===== src/design/wrcp_pkg.sv =====
// Package for the WAV/RIFF chunk parser: tag constants, chunk kinds,
// status codes and the result record type.
// No dependencies.
package wrcp_pkg;

   localparam int unsigned PosWidth = 6;   // saturating byte count, enough to tell 44
   localparam int unsigned QueueDepth = 4;
   localparam int unsigned QueueAddrWidth = 2;
   localparam int unsigned QueueCountWidth = 3;
   localparam int unsigned DataWidth = 112; // 107 payload bits filled to whole bytes

   localparam logic [PosWidth-1:0] PosMax = '1;
   localparam logic [PosWidth-1:0] PosTagEnd = 6'd12;
   localparam logic [PosWidth-1:0] PosRiffEnd = 6'd4;
   localparam logic [PosWidth-1:0] PosWaveStart = 6'd8;
   localparam logic [PosWidth-1:0] MinFileBytes = 6'd44;

   localparam logic [31:0] TagFmt = 32'h666D_7420;
   localparam logic [31:0] TagSmpl = 32'h736D_706C;
   localparam logic [31:0] TagData = 32'h6461_7461;

   localparam logic [31:0] FmtMinLen = 32'd16;
   localparam logic [31:0] SmplMinLen = 32'd60;
   localparam logic [31:0] FmtRateOff = 32'd7;
   localparam logic [31:0] SmplCountOff = 32'd31;
   localparam logic [31:0] SmplBeginOff = 32'd47;
   localparam logic [31:0] SmplEndOff = 32'd51;

   localparam logic [7:0] PcmBias = 8'h80;

   localparam logic [7:0] RiffTag [4] = '{8'h52, 8'h49, 8'h46, 8'h46};
   localparam logic [7:0] WaveTag [4] = '{8'h57, 8'h41, 8'h56, 8'h45};

   typedef enum logic [1:0] {
      KIND_OTHER,
      KIND_FMT,
      KIND_SMPL,
      KIND_DATA
   } chunk_kind_type;

   typedef enum logic [1:0] {
      STAT_OK,
      STAT_SHORT,
      STAT_BAD_HDR,
      STAT_NO_DATA
   } status_type;

   typedef enum logic {
      RES_SAMPLE,
      RES_SUMMARY
   } res_kind_type;

   typedef struct packed {
      status_type   status;
      logic         looping;
      logic [31:0]  loop_finish;
      logic [31:0]  loop_begin;
      logic [31:0]  rate_hz;
      logic         chunk_first;
      logic [7:0]   pcm_value;
      res_kind_type kind;
   } result_type;

endpackage


===== src/design/wav_riff_chunk_parser.sv =====
// WAV/RIFF chunk parser top level: header check, chunk walk, field capture
// and a four-entry result queue. Depends on wrcp_pkg.
//
// Usage: feed the file one byte per item on req_tdata, with req_tlast high
// on the final byte. Bytes of each "data" chunk body come back as signed
// samples (byte minus 128) with rsp_tuser[0] low; rsp_tuser[1] marks the
// first sample of each data chunk. After the final byte a summary item
// follows (rsp_tuser[0] high) with sample rate, first loop start and end,
// looping flag and status (ok, under 44 bytes, bad header, no data).
// Samples that come out before a file proves short or empty are to be
// dropped by the consumer based on the summary status.
// Each result is queued as its byte is accepted and goes out on rsp in order.
// Throughput: one byte per cycle while req_tready is high; the final byte
// of a file that also carries a sample yields two results, both queued
// together. req_tready is a registered flag that stays high while the queue
// has room for two more results, so a stalled receiver backs up into the
// queue and then holds the sender. Synchronous reset empties the queue and
// returns the parser to the start of a file; after each summary the parser
// returns to that same state for the next file.
module wav_riff_chunk_parser
   import wrcp_pkg::*;
(
   input  logic                 clock,
   input  logic                 reset,
   input  logic                 req_tvalid,
   output logic                 req_tready,
   input  logic [7:0]           req_tdata,   // [7:0] in_byte
   input  logic                 req_tlast,   // in_last
   output logic                 rsp_tvalid,
   input  logic                 rsp_tready,
   // [7:0] pcm_value, [39:8] rate_hz, [71:40] loop_begin, [103:72] loop_finish,
   // [104] looping, [106:105] status, [111:107] zero
   output logic [DataWidth-1:0] rsp_tdata,
   output logic [1:0]           rsp_tuser    // [0] kind, [1] chunk_first
);

   // parser state
   logic [PosWidth-1:0] pos_ff, pos_in;
   logic                header_ok_ff, header_ok_in;
   logic [31:0]         tag_ff, tag_in;
   logic [31:0]         len_ff, len_in;
   logic [31:0]         offset_ff, offset_in;
   chunk_kind_type      kind_ff, kind_in;
   logic                in_body_ff, in_body_in;
   logic                pad_ff, pad_in;
   logic                loop_nz_ff, loop_nz_in;
   logic [31:0]         rate_ff, rate_in;
   logic [31:0]         begin_ff, begin_in;
   logic [31:0]         finish_ff, finish_in;
   logic                looping_ff, looping_in;
   logic                data_seen_ff, data_seen_in;
   logic [31:0]         acc_ff, acc_in;
   logic [31:0]         hold_ff, hold_in;

   // result queue
   result_type                 queue_ff [QueueDepth];
   logic [QueueAddrWidth-1:0]  wr_ptr_ff, wr_ptr_in;
   logic [QueueAddrWidth-1:0]  rd_ptr_ff, rd_ptr_in;
   logic [QueueCountWidth-1:0] count_ff, count_in;
   logic                       ready_ff, ready_in;

   logic                       accept;
   logic                       drain;
   logic                       emit;
   logic                       first;
   logic [QueueCountWidth-1:0] n_wr;
   result_type                 sample_res;
   result_type                 summary_res;
   result_type                 wr0_res;
   status_type                 status;

   assign req_tready = ready_ff;
   assign accept = req_tvalid && ready_ff;
   assign drain = rsp_tvalid && rsp_tready;

   always_comb begin
      pos_in = pos_ff;
      header_ok_in = header_ok_ff;
      tag_in = tag_ff;
      len_in = len_ff;
      offset_in = offset_ff;
      kind_in = kind_ff;
      in_body_in = in_body_ff;
      pad_in = pad_ff;
      loop_nz_in = loop_nz_ff;
      rate_in = rate_ff;
      begin_in = begin_ff;
      finish_in = finish_ff;
      looping_in = looping_ff;
      data_seen_in = data_seen_ff;
      acc_in = acc_ff;
      hold_in = hold_ff;
      emit = 1'b0;
      first = 1'b0;

      if (pos_ff < PosTagEnd) begin
         if (pos_ff < PosRiffEnd) begin
            if (req_tdata != RiffTag[pos_ff[1:0]]) header_ok_in = 1'b0;
         end else if (pos_ff >= PosWaveStart) begin
            if (req_tdata != WaveTag[pos_ff[1:0]]) header_ok_in = 1'b0;
         end
      end else if (header_ok_ff) begin
         if (pad_ff) begin
            pad_in = 1'b0;
         end else if (!in_body_ff) begin
            // chunk header: four tag bytes, then four little-endian size bytes
            if (!offset_ff[2]) tag_in = {tag_ff[23:0], req_tdata};
            else len_in = {req_tdata, len_ff[31:8]};
            offset_in = offset_ff + 32'd1;
            if (offset_ff[2:0] == 3'd7) begin
               offset_in = '0;
               if (tag_ff == TagFmt) kind_in = KIND_FMT;
               else if (tag_ff == TagSmpl) kind_in = KIND_SMPL;
               else if (tag_ff == TagData) kind_in = KIND_DATA;
               else kind_in = KIND_OTHER;
               if (tag_ff == TagData) data_seen_in = 1'b0;
               in_body_in = (len_in != '0);
            end
         end else begin
            acc_in = {req_tdata, acc_ff[31:8]};
            unique case (kind_ff)
               KIND_FMT: begin
                  if (len_ff >= FmtMinLen && offset_ff == FmtRateOff) rate_in = acc_in;
               end
               KIND_SMPL: begin
                  if (len_ff >= SmplMinLen) begin
                     if (offset_ff == SmplCountOff) loop_nz_in = (acc_in != '0);
                     if (offset_ff == SmplBeginOff) hold_in = acc_in;
                     if (offset_ff == SmplEndOff && loop_nz_ff) begin
                        begin_in = hold_ff;
                        finish_in = acc_in;
                        looping_in = 1'b1;
                     end
                  end
               end
               KIND_DATA: begin
                  emit = 1'b1;
                  first = (offset_ff == '0);
                  data_seen_in = 1'b1;
               end
               default: begin
               end
            endcase
            if (offset_ff == len_ff - 32'd1) begin
               in_body_in = 1'b0;
               offset_in = '0;
               pad_in = len_ff[0];
            end else begin
               offset_in = offset_ff + 32'd1;
            end
         end
      end
      if (pos_ff != PosMax) pos_in = pos_ff + 1'b1;

      if (pos_in < MinFileBytes) status = STAT_SHORT;
      else if (!header_ok_in) status = STAT_BAD_HDR;
      else if (!data_seen_in) status = STAT_NO_DATA;
      else status = STAT_OK;

      sample_res = '0;
      sample_res.kind = RES_SAMPLE;
      sample_res.pcm_value = req_tdata ^ PcmBias;
      sample_res.chunk_first = first;

      summary_res = '0;
      summary_res.kind = RES_SUMMARY;
      summary_res.rate_hz = rate_in;
      summary_res.loop_begin = begin_in;
      summary_res.loop_finish = finish_in;
      summary_res.looping = looping_in;
      summary_res.status = status;

      wr0_res = emit ? sample_res : summary_res;

      // end of file: start over for the next one
      if (req_tlast) begin
         pos_in = '0;
         header_ok_in = 1'b1;
         offset_in = '0;
         kind_in = KIND_OTHER;
         in_body_in = 1'b0;
         pad_in = 1'b0;
         loop_nz_in = 1'b0;
         rate_in = '0;
         begin_in = '0;
         finish_in = '0;
         looping_in = 1'b0;
         data_seen_in = 1'b0;
      end

      n_wr = '0;
      if (accept) n_wr = QueueCountWidth'(emit) + QueueCountWidth'(req_tlast);
      wr_ptr_in = wr_ptr_ff + n_wr[QueueAddrWidth-1:0];
      rd_ptr_in = rd_ptr_ff + QueueAddrWidth'(drain);
      count_in = count_ff + n_wr - QueueCountWidth'(drain);
      ready_in = (count_in <= QueueCountWidth'(QueueDepth - 2));
   end

   always_ff @(posedge clock) begin
      if (reset) begin
         pos_ff <= '0;
         header_ok_ff <= 1'b1;
         offset_ff <= '0;
         kind_ff <= KIND_OTHER;
         in_body_ff <= 1'b0;
         pad_ff <= 1'b0;
         loop_nz_ff <= 1'b0;
         rate_ff <= '0;
         begin_ff <= '0;
         finish_ff <= '0;
         looping_ff <= 1'b0;
         data_seen_ff <= 1'b0;
         wr_ptr_ff <= '0;
         rd_ptr_ff <= '0;
         count_ff <= '0;
         ready_ff <= 1'b0;
      end else begin
         if (accept) begin
            pos_ff <= pos_in;
            header_ok_ff <= header_ok_in;
            offset_ff <= offset_in;
            kind_ff <= kind_in;
            in_body_ff <= in_body_in;
            pad_ff <= pad_in;
            loop_nz_ff <= loop_nz_in;
            rate_ff <= rate_in;
            begin_ff <= begin_in;
            finish_ff <= finish_in;
            looping_ff <= looping_in;
            data_seen_ff <= data_seen_in;
         end
         wr_ptr_ff <= wr_ptr_in;
         rd_ptr_ff <= rd_ptr_in;
         count_ff <= count_in;
         ready_ff <= ready_in;
      end
   end

   // payload registers, no reset
   always_ff @(posedge clock) begin
      if (accept) begin
         tag_ff <= tag_in;
         len_ff <= len_in;
         acc_ff <= acc_in;
         hold_ff <= hold_in;
         if (n_wr != '0) queue_ff[wr_ptr_ff] <= wr0_res;
         if (emit && req_tlast) queue_ff[wr_ptr_ff + 1'b1] <= summary_res;
      end
   end

   assign rsp_tvalid = (count_ff != '0);
   assign rsp_tdata = {5'd0,
                       queue_ff[rd_ptr_ff].status,
                       queue_ff[rd_ptr_ff].looping,
                       queue_ff[rd_ptr_ff].loop_finish,
                       queue_ff[rd_ptr_ff].loop_begin,
                       queue_ff[rd_ptr_ff].rate_hz,
                       queue_ff[rd_ptr_ff].pcm_value};
   assign rsp_tuser = {queue_ff[rd_ptr_ff].chunk_first, queue_ff[rd_ptr_ff].kind};

   a_queue_bound: assert property (@(posedge clock) disable iff (reset)
      count_ff <= QueueCountWidth'(QueueDepth))
      else $error("result queue overflow");

   a_ready_room: assert property (@(posedge clock) disable iff (reset)
      ready_ff |-> count_ff <= QueueCountWidth'(QueueDepth - 2))
      else $error("ready raised without room for two results");

   a_last_restart: assert property (@(posedge clock) disable iff (reset)
      accept && req_tlast |=> pos_ff == '0 && !in_body_ff && !pad_ff)
      else $error("parser did not restart after final byte");

   a_bad_hdr_idle: assert property (@(posedge clock) disable iff (reset)
      !header_ok_ff |-> !in_body_ff)
      else $error("chunk body walked after header mismatch");

   a_pad_outside_body: assert property (@(posedge clock) disable iff (reset)
      pad_ff |-> !in_body_ff)
      else $error("pad byte pending inside a chunk body");

endmodule


===== config.mk =====
export PLATFORM = sky130hd
export DESIGN_NAME = wav_riff_chunk_parser
export DESIGN_NICKNAME = d
export VERILOG_FILES = /design/src/design/wrcp_pkg.sv /design/src/design/wav_riff_chunk_parser.sv
export SDC_FILE = /design/constraint.sdc
export NUM_CORES = 1
export LEC_CHECK = 0
export BUFFER_PORTS_ARGS = -buffer_cell sky130_fd_sc_hd__clkbuf_2
export CAP_MARGIN = 10
export CORE_ASPECT_RATIO = 1.1
export CORE_UTILIZATION = 60
export CTS_CLUSTER_SIZE = 14
export DETAILED_ROUTE_END_ITERATION = 10
export GPL_TIMING_DRIVEN = 0
export PLACE_DENSITY = 0.81
export SETUP_SLACK_MARGIN = 0.3
export SYNTH_ARGS = -nofsm -noshare
export SYNTH_HDL_FRONTEND = slang
export SYNTH_SLANG_ARGS = --single-unit

===== constraint.sdc =====
create_clock -name clock -period 6.3 [get_ports clock]
set_input_delay 1.26 -clock clock [delete_from_list [all_inputs] [get_ports clock]]
set_output_delay 1.26 -clock clock [all_outputs]
set_load 0.05 [all_outputs]

# Word level (Yosys, flattened, before mapping)
# Memory sizes are Yosys's and may differ from the RTL's. A register that Yosys moved wholly into a read port is not among the register bits.
# Index checks and enable logic that the tools add are counted.
[totals]
elab_cells = 203
mem_bits_rw = 436
input_bits = 13
register_bits = 278
output_inout_bits = 116
n_memories = 1
[classes]
add_sub_neg = 9
reduce_logical = 24
mux = 117
n_lt_le_gt_ge = 8
bitwise = 6
eq_ne = 18
[mem_list]
columns = ["name", "depth", "word_bits", "read_ports", "rd_ports_with_merged_regs", "write_ports", "line", "rtl"]
rows = [
  ["queue_ff", 4, 109, 1, 1, 2, "wav_riff_chunk_parser.sv:56", "result_type queue_ff [QueueDepth];"],
]
[ops]
columns = ["operator", "n"]
rows = [
  ["two-way mux 32 bit", 35],
  ["two-way mux 109 bit", 1],
  ["== test 32 x 31 -> 1 bit, second input constant", 3],
  ["== test 32 x 6 -> 1 bit, second input constant", 2],
  ["nonzero test 32 bit", 2],
  ["two-way mux 1 bit", 59],
  ["adder 32 x 1 -> 32 bit, second input constant", 1],
  ["binary-select mux 8 bit (select 2 bit)", 2],
  ["== test 32 x 3 -> 1 bit, second input constant", 1],
  ["== test 32 bit", 1],
  ["== test 32 x 5 -> 1 bit, second input constant", 1],
  [">= comparator 32 x 5 -> 1 bit, second input constant", 1],
  [">= comparator 32 x 6 -> 1 bit, second input constant", 1],
  ["logical NOT 32 bit", 1],
  ["two-way mux 8 bit", 4],
  ["subtractor 32 x 1 -> 32 bit, second input constant", 1],
  ["two-way mux 2 bit", 14],
  ["!= test 8 bit", 2],
  ["AND reduction 8 bit", 2],
  ["two-way mux 6 bit", 2],
  ["AND reduction 6 bit", 2],
  ["nonzero test 2 bit", 6],
  ["AND reduction 5 bit", 2],
  ["adder 6 x 1 -> 6 bit, second input constant", 1],
  ["other kinds (23)", 35],
]

# Logic depth before layout (Yosys ltp)
[depth]
word_depth = 12
mapped_depth = 18
ltp_nobuf = 16

# Worst setup path after synthesis
# OpenSTA, ideal clock, no wires.
[synth_timing]
path_kind = "reg-to-reg"
start = "register pos_ff[3]"
end = "memory queue_ff[2][108] (netlist bit) (data pin)"
synth_period_minus_slack_ps = 5804
required_ps = 6160
path_stages_with_launch = 18
setup_ps = 140
arrival_ps = 5665
n_path_buf = 3
setup_slack_ps = 496
cell_sequence = "dfxtp_1 > and2_1 > o31a_1 > and2b_2 > and2_1 > nand3_1 > clkbuf_1 > inv_1 > ha_1 > and3_1 > clkbuf_1 > inv_1 > a21oi_1 > a21oi_1 > inv_1 > o21ai_1 > clkbuf_1 > nor2_1"
[synth_lines]
columns = ["item", "line", "rtl"]
rows = [
  ["start: declaration", "wav_riff_chunk_parser.sv:38", "logic [PosWidth-1:0] pos_ff, pos_in;"],
  ["start signal: assignment", "wav_riff_chunk_parser.sv:219", "pos_ff <= pos_in;"],
  ["end: declaration", "wav_riff_chunk_parser.sv:56", ""],
]

==> impl_metrics.py <==
metrics = {
    "sta": {
        "hold_ws_ns": 0.444,
        "timing.fmax_mhz": 178,
        "report.final.hold_viol_count": 0,
        "maxSlewViolCount": 0,
        "grt_setup_unrepaired": "false",
        "setup_viol": 0,
        "tightest_slew_ns": 1.15,
        "max-slew-margin-rel": 0.230,
        "period_share": 0.889,
        "fin_crit_ns": 5.60,
        "fin_skew_ns": 0.0221,
    },
    "final_layout": {
        "diodes": 0,
        "drive_gt1_frac": 0.167,
        "nNetsFinal": 2585,
        "fillers": 3365,
        "area_delta_synth_final_pct": 12.7,
        "instances_no_fill": 3272,
    },
    "die": {
        "die_y_um": 238,
        "initial_core_util": 0.607,
        "rows": 86,
        "fp.dieW_um": 217,
        "coreArea_sq_um": 50100,
        "ios": 129,
        "dieArea_sq_um": 51600,
    },
    "setup_path": {
        "worstSetupPathType": "reg -> reg",
        "critical_path.slowest_cell": "clkbuf_1",
        "arrival_ns": 5.94,
        "reg2reg_from": "pos_ff[3]",
        "path_common_cell": "clkbuf_1",
        "end_kind": "flip-flop",
        "reg2reg_to": "queue_ff[2][108]",
        "start_kind": "flip-flop",
        "rrSetupSlack_ns": 0.70,
        "rr_worst_depth": 19,
        "crit_path_cell_trace": "and2_1, o31a_1, and2b_2, and2_1, nand3_1, clkbuf_1, inv_1, ha_1, and3_1, clkbuf_1, inv_1, a21oi_1, a21oi_4, inv_6, buf_16, o21ai_2, buf_8, clkbuf_1, nor2_1",
        "path_max_fanout": 73,
        "critPathRequiredTime_ns": 6.63,
        "slowest_delay_ns": 0.51,
    },
    "logic_synthesis": {
        "synthMuxAreaShare": 0.125,
        "synthAdderAreaFrac": 0.00682,
        "yosys.area_share.simple": 0.128,
        "yosysTopAreaCell": "edfxtp_1",
        "postSynth.asyncResetShare": 0,
        "synth_edf_count": 516,
        "synth.distinct_cells": 79,
        "yosysSeqAreaShare": 0.634,
        "synth_compound_area_frac": 0.0615,
        "synth-main-ff-cell": "edfxtp_1",
        "syn_area_sq_um": 30400,
        "ys_top_cells_by_count": "543 x nor2_1, 516 x edfxtp_1, 190 x dfxtp_1",
        "post-synth-top-count-cell": "nor2_1",
        "synth_area_leaders": "edfxtp_1 51%, dfxtp_1 12%, mux4_2 8.1%, nor2_1 6.7%, mux2i_1 3.4%",
        "synth_seq_cells": 706,
        "ys_warn_count": 0,
        "synth_top_family_by_area": "simple AND/OR/NAND/NOR gates",
        "syn-instance-count": 2341,
        "avgSynthCellArea_sq_um": 13.0,
        "synth-xor-area-share": 0.0170,
        "yosysTopAreaCellShare": 0.509,
    },
    "pwr": {
        "p_seq_frac": 0.460,
        "p_sw_frac": 0.291,
        "p_comb_frac": 0.182,
        "peakVddDrop_mv": 0.286,
        "power.total_uw": 11000,
        "p_switching_uw": 3210,
        "pwr_density_cell_nw_per_um2": 322,
        "pwr-share-clk": 0.358,
        "power.leakage_uw": 0.0106,
        "p_int_uw": 7820,
    },
    "cts": {
        "clk_latency_ns": 0.62,
        "cts_tree": "yes",
        "numClockSinks": 706,
        "holdBufCountCts": 0,
        "cts_buffer_depth": 3,
        "h-tree-depth": 3,
        "cts_root_buf": "clkbuf_16",
        "post-cts-setup-buffers": 0,
        "cts_made_buffers": 69,
        "cts.clk_slew.worst_paths_ns": 0.06,
    },
    "drt": {
        "drcViolationCount": 0,
        "drt-initial-drc-count": 2631,
        "wl_um": 78900,
        "ant_nets": 0,
        "via_count": 20900,
        "drt_first_pass_iters": 6,
        "avgRoutedWirePerCell_um": 24.1,
        "vias_per_cell": 6.38,
    },
    "outcome": {
        "outcome": "finished clean",
    },
    "global_route": {
        "overflow": 0,
        "grt_usage": 0.306,
        "grt_start_max_net_pins": 74,
        "grt_pass1_wl_um": 119000,
        "antenna_found_initial": 1,
        "grt_pass1_vias": 20700,
    },
    "min_path": {
        "whs_path_depth": 0,
        "min_path_type": "reg -> reg",
        "hp-start": "tag_ff[5]",
        "hold_path_end": "tag_ff[13]",
    },
    "placed_design": {
        "portBuffers": 123,
        "dp_hpwl_um": 51700,
        "dpl.cell_count": 3143,
        "globalplace.congestion": 0.934,
    },
    "run": {
        "max-cap-violations": 0,
    },
}
per-stage QoR:
step           cell area (sq um)  utilization  setup TNS [ns]  setup WS (ns)
2_1_floorplan              30500            -               0          0.496
3_3_place_gp               31900        0.636        -1088.20          -3.59
3_5_place_dp               32100        0.641               0          0.263
4_1_cts                    34300        0.684               0          0.620
5_1_grt                    34300        0.684               0          0.482
6_report                   34300        0.684               0          0.697
what timing repair did:
item	in CTS	in global routing
resized for setup	1	3
endpoints found under the setup margin	50	52
pin swaps	0	0
cell usage in the layout, fill, tap and decap left out, types with 18 or more instances in the layout:
cell type and instances:
mux2_2 30, a22o_1 35, a22oi_1 98, a21oi_1 32, nor4_1 37, clkbuf_1 144
clkbuf_16 70, nor2_1 543, mux2i_1 102, mux4_2 109, inv_1 21, o21ai_0 27
buf_1 27, xor2_1 19, nand3_1 30, xnor2_1 40, nor3_1 36, a31oi_1 18
clkbuf_2 124, edfxtp_1 516, nand4_1 24, dfxtp_1 190, nand2_1 79
worst max-delay path: cells and delay by family, from the launching register on:
family          cells  cell delay, ns
buf+inv             8            2.19
compound gates      4            1.25
simple gates        6            1.24
flops               1            0.37
fa+ha+maj           1            0.22
worst max-delay path by stage:
stage               from               end  slack, ns  depth (start not counted)
3_5_place_dp   pos_ff[3]  queue_ff[2][108]       0.26                         19
2_1_floorplan  pos_ff[3]  queue_ff[2][108]       0.50                         17
3_3_place_gp   pos_ff[3]  queue_ff[2][108]      -3.59                         17
6_report       pos_ff[3]  queue_ff[2][108]       0.70                         19
4_1_cts        pos_ff[3]  queue_ff[2][108]       0.62                         19
5_1_grt        pos_ff[3]  queue_ff[2][108]       0.48                         19
registers in the layout, summed over array words and instances, names as in the netlist, 32 cells and up:
register / cells
queue_ff: 436
begin_ff: 32
finish_ff: 32
hold_ff: 32
len_ff: 32
offset_ff: 32
rate_ff: 32
tag_ff: 32
cell families after synthesis:
group	Yosys count
simple gates	858
flops	706
compound gates	262
mux	241
buf+inv	198
xor+xnor	59
fa+ha+maj	16
other cells	1
final cells by class:
cell class | instances | area (sq um) | share of cell area
Multi-Input combinational cell | 1441 | 10400 | 0.302
Sequential cell | 706 | 19300 | 0.563
Clock buffer | 97 | 1900 | 0.0555
Buffer | 173 | 733 | 0.0214
Inverter | 25 | 114 | 0.00332
Clock inverter | 30 | 225 | 0.00657
Tap cell | 660 | 826 | 0.0241
Timing Repair Buffer | 140 | 836 | 0.0244
power groups by stage:
stage                     combinational [uW]  clock, uW  sequential (uW)
after floorplan                         1510          0             5170
after global placement                  1980          0             5170
after detailed placement                2000          0             5170
after CTS                               2020       3980             5080
after global routing                    2090       4140             5080
final                                   2010       3950             5080
layer usage:
metal	part of all wire	routed length, um	track usage	up-vias
met5	0	0	0	-
met2	0.51	40200	0.524	1160
met1	0.37	28800	0.388	10400
met4	0.041	3260	0.137	0
met3	0.084	6650	0.0449	189
li1	-	-	-	9123
No activity file was read; power rests on OpenSTA's default activity.
